`src/wca_pkg.sv`:
```
package wca_pkg;

  // Default sizes of the wheel store.
  localparam int WHEELS_DEF  = 32;
  localparam int LETTERS_DEF = 26;

  // Cylinder slots and the depth of the command queue.
  localparam int SLOTS       = 32;
  localparam int QUEUE_DEPTH = 2;

  // Field widths of one item.
  localparam int KIND_W   = 2;
  localparam int INDEX_W  = 5;
  localparam int LETTER_W = 8;
  localparam int STEPS_W  = 5;

  // Request kinds.
  typedef enum logic [KIND_W-1:0] {
    REQ_LOAD  = 2'd0,
    REQ_SET   = 2'd1,
    REQ_ALIGN = 2'd2,
    REQ_READ  = 2'd3
  } req_kind_t;

  // Back end sequencer states.
  typedef enum logic [1:0] {
    ST_IDLE,
    ST_READ,
    ST_SEARCH
  } back_state_t;

  // A classified request as it waits in the queue.
  typedef struct packed {
    req_kind_t             kind;
    logic [INDEX_W-1:0]    wheel_index;
    logic [INDEX_W-1:0]    slot;
    logic [INDEX_W-1:0]    position;
    logic [LETTER_W-1:0]   letter;
    logic                  wheel_ok;
    logic                  pos_ok;
  } cmd_t;

  // Queue head as seen by the back end.
  typedef struct packed {
    logic valid;
    cmd_t cmd;
  } queue_head_t;

endpackage

```
`src/wca_queue.sv`:
```
module wca_queue import wca_pkg::*; (
  input  logic        clk,
  input  logic        rst,
  input  logic        push,
  input  cmd_t        push_cmd,
  output logic        full,
  input  logic        pop,
  output queue_head_t head
);

  localparam int PW = (QUEUE_DEPTH > 1) ? $clog2(QUEUE_DEPTH) : 1;
  localparam int CW = $clog2(QUEUE_DEPTH + 1);

  cmd_t          entries [QUEUE_DEPTH];
  logic [PW-1:0] wr_ptr;
  logic [PW-1:0] rd_ptr;
  logic [CW-1:0] count;

  assign full       = count == CW'(QUEUE_DEPTH);
  assign head.valid = count != '0;
  assign head.cmd   = entries[rd_ptr];

  // Entry storage.
  always_ff @(posedge clk) begin
    if (push) begin
      entries[wr_ptr] <= push_cmd;
    end
  end

  // Pointers and fill count.
  always_ff @(posedge clk) begin
    if (rst) begin
      wr_ptr <= '0;
      rd_ptr <= '0;
      count  <= '0;
    end else begin
      if (push) begin
        wr_ptr <= (wr_ptr == PW'(QUEUE_DEPTH - 1)) ? '0 : wr_ptr + 1'b1;
      end
      if (pop) begin
        rd_ptr <= (rd_ptr == PW'(QUEUE_DEPTH - 1)) ? '0 : rd_ptr + 1'b1;
      end
      if (push && !pop) begin
        count <= count + 1'b1;
      end else if (pop && !push) begin
        count <= count - 1'b1;
      end
    end
  end

endmodule

```
`config.mk`:
```
export PLATFORM = sky130hd
export DESIGN_NAME = wca_queue
export DESIGN_NICKNAME = d
export VERILOG_FILES = /design/src/wca_pkg.sv /design/src/wca_queue.sv
export SDC_FILE = /design/constraint.sdc
export NUM_CORES = 1
export LEC_CHECK = 0
export ABC_AREA = 1
export BUFFER_PORTS_ARGS = -buffer_cell sky130_fd_sc_hd__buf_2
export CAP_MARGIN = 25
export CORE_MARGIN = 2
export CORE_UTILIZATION = 50
export CTS_CLUSTER_DIAMETER = 30
export DETAILED_ROUTE_END_ITERATION = 10
export HOLD_SLACK_MARGIN = 0.1
export PLACE_DENSITY = 0.77
export SETUP_SLACK_MARGIN = 0.2
export SYNTH_ARGS = -nofsm -noshare
export SYNTH_HDL_FRONTEND = slang
export SYNTH_SLANG_ARGS = --single-unit
```
`constraint.sdc`:
```
create_clock -name clk -period 3.8 [get_ports clk]
set_clock_uncertainty 0.15 [all_clocks]
set_input_delay 0.38 -clock clk [delete_from_list [all_inputs] [get_ports clk]]
set_output_delay 0.38 -clock clk [all_outputs]
set_load 0.005 [all_outputs]
```
==> impl_metrics.toml, run 1 <==
[yosys]
ys_types = 16
synth_top_family_by_area = "multiplexers"
synthCells = 117
synth.mux.area_fraction_pct = 16.6
synth_seq_cells = 59
yosys.area_share.simple_pct = 2.69
synth_seq_area_share_pct = 75.6
syn_nets = 149
synth-adder-area-share_pct = 0.549
netlist_area_um2 = 2280
synth_area_per_cell_um2 = 19.5
synth-compound-area-share_pct = 0.439
yosysWarningCount = 0
synth_xor_area_share_pct = 0.384

[clock_tree]
htree_levels = 3
cts_tree = "yes"
cts.sinks = 59
numCtsBuffers = 9
clockBufferDepth = 2
clk_pin_slew_ps = 60
root_buffer = "clkbuf_8"
cts_resized = 0
clkLatencyLatePin_ps = 320

[floorplanning]
core-area_um2 = 4380
die_area_um2 = 5110
die_width_um = 71.5
fp.dieH_um = 71.5
start_util_pct = 52.0
rows = 24
boundaryPins = 60

[pwr]
seqPwrFrac_pct = 55.2
p_per_area_nw_per_um2 = 457
switching_share_pct = 21.2
irDropWorstVdd_uv = 219
combPwrFrac_pct = 11.8
internal-power_uw = 1110
pwr-share-clk_pct = 33.0
switchingPower_uw = 297
p_total_uw = 1400
p_leak_uw = 0.00127

[sta]
relSlewSlack_pct = 44.2
fmax_ghz = 0.439
hold_viol = 0
fin_crit_ps = 2280
slew_viol_final = 0
rsz0062_at_grt = "no"
tightest_slew_ps = 836
finalCritPeriodShare_pct = 59.9
setup_viol = 0
tns_ps = 0

[worst_hold_path]
min_delay_path_depth = 3
hold_path_class = "in -> reg"
min_from = "pop"

[finish]
drive_above_1_share_pct = 47.0
diodes = 0
stdcell_count = 271
final_nets = 246
final_util_pct = 70.0
area_growth_syn_to_layout_pct = 34.8

[detailed_routing]
routed_wl_um = 3820
drtIter0Drc = 44
num_vias = 1281
ant_nets = 0
wl_per_cell_um = 14.1
vias_per_cell = 4.73
drc = 0
dr.pass1.iters = 4

[setup_path]
required_ps = 3270
crit_fanout = 27
reg2reg_to = "entries[0][17]"
worstReg2RegStart = "wr_ptr"
r2r_cells = 2
path_cells = "mux2_2, buf_2"
critPathBufInv = 1
arrival_ps = 1750
path_delay_family = "flip-flops"
max_stage_delay_ps = 880
worst_setup_path_end_kind = "primary output"
path_class = "reg -> out"
critPathLaunchType = "flip-flop"
rrSetupSlack_ps = 2090
cpMaxStageDelayCell = "dfxtp_2"

[place]
hpwl_um = 2380
portBuffers = 59
dp_cells = 226
gp_congestion = 0.667

[run_status]
status = "finished clean"

[grt]
grt_max_degree = 29
grt_first_pass_wirelength_um = 5840
antenna_found_initial = 0
grt.total_usage_pct = 16.0
grt_pass1_vias = 1318
grt_overflow = 0

[flow_run]
max_cap_viol_count = 0
[synth_stat cells]
master / instances / area (um^2)
a21oi_1: 1 / 5.00
nand2_1: 6 / 22.5
dfxtp_1: 5 / 100
mux2_2: 7 / 78.8
ha_1: 1 / 12.5
nand3_1: 1 / 5.00
edfxtp_1: 54 / 1620
nor3_1: 1 / 5.00
buf_12: 2 / 40.0
inv_1: 9 / 33.8
o21ai_0: 1 / 5.00
nor2_1: 6 / 22.5
nand4_1: 1 / 6.26
xnor2_1: 1 / 8.76
buf_6: 1 / 11.3
mux2_4: 20 / 300
[worst min-delay path: stages]
cell and delay (ps):
buf_2 90, xnor2_1 80, nor2_1 80
[placed cells by master, fill, tap and decap left out, drive strengths merged, types with 3 or more instances in the layout]
cell type / netlist / routed
mux2: 27 / 27
clkinv: 0 / 3
clkbuf: 0 / 13
edfxtp: 54 / 54
buf: 3 / 61
nor2: 6 / 6
dlygate4sd3: 0 / 28
dfxtp: 5 / 5
inv: 9 / 9
nand2: 6 / 6
[worst max path at each step]
stage,startpoint,endpoint,slack [ps],cells past startpoint
6_report,flip-flop,head[26],1520,2
5_1_grt,flip-flop,head[11],1440,2
2_1_floorplan,push,entries[0][0],1680,2
3_3_place_gp,flip-flop,head[11],1880,2
3_5_place_dp,flip-flop,head[7],1860,2
4_1_cts,flip-flop,head[7],1500,2
[flip-flops by register name (all words and copies together), names as in the netlist, named ones only]
signal   count
entries     54
count        2
rd_ptr       1
wr_ptr       1
[power groups by stage]
stage                     Clock, uW  Sequential (uW)  Combinational [uW]
after global placement            0              785                 135
after global routing            502              778                 181
final                           463              774                 165
after floorplan                   0              771                 102
after CTS                       475              775                 163
after detailed placement          0              788                 141
[cell type report]
type                       instances  area [um^2]
fill                             327         1310
timing repair buffer              89          611
inverter                           9         33.8
multi-input combinational         46          474
clock buffer                      13          149
clock inverter                     3         15.0
sequential                        59         1720
tap                               52         65.1
[kinds of logic after synthesis]
| logic type | after synthesis |
|---|---|
| flops | 59 |
| mux | 27 |
| simple gates | 15 |
| buf+inv | 12 |
| compound gates | 2 |
| xor+xnor | 1 |
| fa+ha+maj | 1 |
[what timing repair did]
action,CTS,global route
buffers inserted,0,0
endpoints found under the hold margin,56,0
hold buffers,28,0
[routing by layer]
layer	up-vias	global-route usage, %	routed length (um)
met5	-	0	0
met4	0	5.03	25
met3	2	7.88	258
met2	51	27.3	1980
met1	596	17.6	1550
li1	632	-	-
[per-stage QoR]
stage	hold slack, ps	instance area [um^2]	worst slack [ps]
3_5_place_dp	366	2600	1860
6_report	191	3070	1520
2_1_floorplan	302	2280	1680
4_1_cts	178	3040	1500
3_3_place_gp	341	2600	1880
5_1_grt	199	3070	1440
Note: power is estimated with default switching activity, not from simulation.
==> run 2: changes to the inputs <==
ABC_AREA = 0   (was 1)
PLACE_DENSITY = 0.78   (was 0.77)
clock period = 2.15 ns   (was 3.8 ns; I/O delays follow)
==> run 2 against run 1 <==
Area after synthesis decreased by 5.1%. Synthesized cell count decreased by 9.4%. Utilization increased by 5.3 points. Wire length increased by 8.3%. Sequential cell count unchanged. First-iteration DRC count increased by 64%. Combinational power increased by 91%. Clock power increased by 140%. Non-clock buffer count increased by 7. Sequential power increased by 76%. Highest routed layer unchanged.
==> impl_metrics.toml, run 2 <==
[run_status]
status = "finished clean"

[finish]
largest_register_ff_count = 54
final_cell_mix = "buf_2, edfxtp_1, dlygate4sd3_1, mux2_2, clkbuf_8"
stdcell_area_um2 = 3080
largest_register = "entries"
diodes = 0
final_nets = 242
drive_above_1_share_pct = 51.6
final_common_cell = "buf_2"
reg_top3 = "entries x54, count x2"
area_growth_syn_to_layout_pct = 42.3
stdcell_count = 265

[yosys]
netlist_area_um2 = 2160
synthCells = 106
synth_flop_cell = "edfxtp_1"
synth_seq_area_share_pct = 79.6
yosysWarningCount = 0
synthArstFlopShare_pct = 0
syn_nets = 138
synth.largest_area_cell = "edfxtp_1"
yosys.area.top_type_share_pct = 75.0
netlist_top_cells_area = "edfxtp_1, mux2_2, dfxtp_1, buf_6, xnor2_1"
ys_types = 17
synth_common_cells = "edfxtp_1, mux2_2, dfxtp_1, nor2_1"
synth_edf_count = 54
synth_seq_cells = 59
synth.most_common_cell = "edfxtp_1"
synth_area_per_cell_um2 = 20.4

[clock_tree]
cts_resized = 0
post-cts-setup-buffers = 0
htree_levels = 3
cts_tree = "yes"
cts_hold_buf = 31
clkLatencyLatePin_ps = 320
numCtsBuffers = 9
root_buffer = "clkbuf_8"
clockBufferDepth = 2
cts.sinks = 59
clk_pin_slew_ps = 60

[grt]
use_met1_pct = 19.7
antenna_found_initial = 0
grt-busiest-layer = "met2"
grt_pass1_vias = 1388
grt_first_pass_wirelength_um = 6600
grt_overflow = 0
grt_max_degree = 16
grtUsageMet3_pct = 6.69
grt.met2_usage_pct = 32.4
grt.total_usage_pct = 18.1

[sta]
fmax_ghz = 0.569
finalCritPeriodShare_pct = 81.7
fin_crit_ps = 1760
tns_ps = 0
setup_slack_ps = 394
relSlewSlack_pct = 85.8
slew_viol_final = 0
tightest_slew_ps = 213
rsz0062_at_grt = "no"
setup_viol = 0
hold_viol = 0

[place]
dp_cells = 218
pre_cts_ws_ps = 728
gp_congestion = 0.646
portBuffers = 59
place_area_um2 = 2540
hpwl_um = 2620

[setup_path]
arrival_ps = 1390
reg2reg_to = "rd_ptr"
path_class = "reg -> out"
critPathLaunchType = "flip-flop"
worst_setup_path_end_kind = "primary output"
crit_fanout = 15
r2r_cells = 3
cp-endpoint = "head[12]"
rrSetupSlack_ps = 770
worstReg2RegStart = "rd_ptr"
required_ps = 1780

[detailed_routing]
routed_wl_um = 4130
ant_nets = 0
vias_per_cell = 4.83
drtIter0Drc = 72
drc = 0
wl_per_cell_um = 15.6
num_vias = 1279
dr.pass1.iters = 4

[floorplanning]
die_width_um = 69.8
boundaryPins = 60
die_area_um2 = 4870
fp.dieH_um = 69.8
start_util_pct = 52.9
core-area_um2 = 4090
rows = 23

[worst_hold_path]
min_from = "count[1]"
min_delay_path_depth = 2
hold_path_class = "reg -> reg"

[pwr]
p_per_area_nw_per_um2 = 904
p_leak_uw = 0.00122
p_total_uw = 2780
irDropWorstVdd_uv = 624

[flow_run]
max_cap_viol_count = 0
## run 2: area by class of cell
cell class                 count  area (um^2)
clock buffer                  11          151
clock inverter                 5         75.1
fill                         251         1010
inverter                       1         3.75
multi-input combinational     43          413
sequential                    59         1720
tap                           50         62.6
timing repair buffer          96          651
## run 2: worst max-delay path, stage by stage (launching register included)
cell and delay [ps]:
dfxtp_1 320, buf_4 240, mux2_2 380, buf_2 140
## run 2: power by group
group,internal [uW],leakage [uW],switching (uW),total [uW]
Sequential,1330,0.000548,23.8,1360
Combinational,182,0.000553,133,315
Clock,709,0.000119,399,1110
Total,2230,0.00122,555,2780
## run 2: cells by family after synthesis
family / Yosys count / synth area share [%]
flops: 59 / 79.6
mux: 27 / 14.1
simple gates: 9 / 2.26
xor+xnor: 4 / 1.62
buf+inv: 4 / 1.45
compound gates: 2 / 0.462
fa+ha+maj: 1 / 0.578
## run 2: metal layers
metal / routed length (um) / vias up
li1: - / 613
met1: 1580 / 621
met2: 2310 / 43
met3: 212 / 2
met4: 23 / 0
met5: 0 / -
## run 2: worst min path at each step
stage                           endpoint  slack, ps
after floorplan                 count[1]        130
after global placement    entries[1][11]        250
after detailed placement  entries[1][13]        260
after CTS                       count[1]        380
after global routing            count[1]        420
final                           count[1]        360
## run 2: stage by stage
stage               hold WS, ps  utilization, %
floorplan                   134               -
global placement            253            62.2
detailed placement          256            62.2
CTS                         384            75.3
global route                417            75.3
finish                      361            75.3
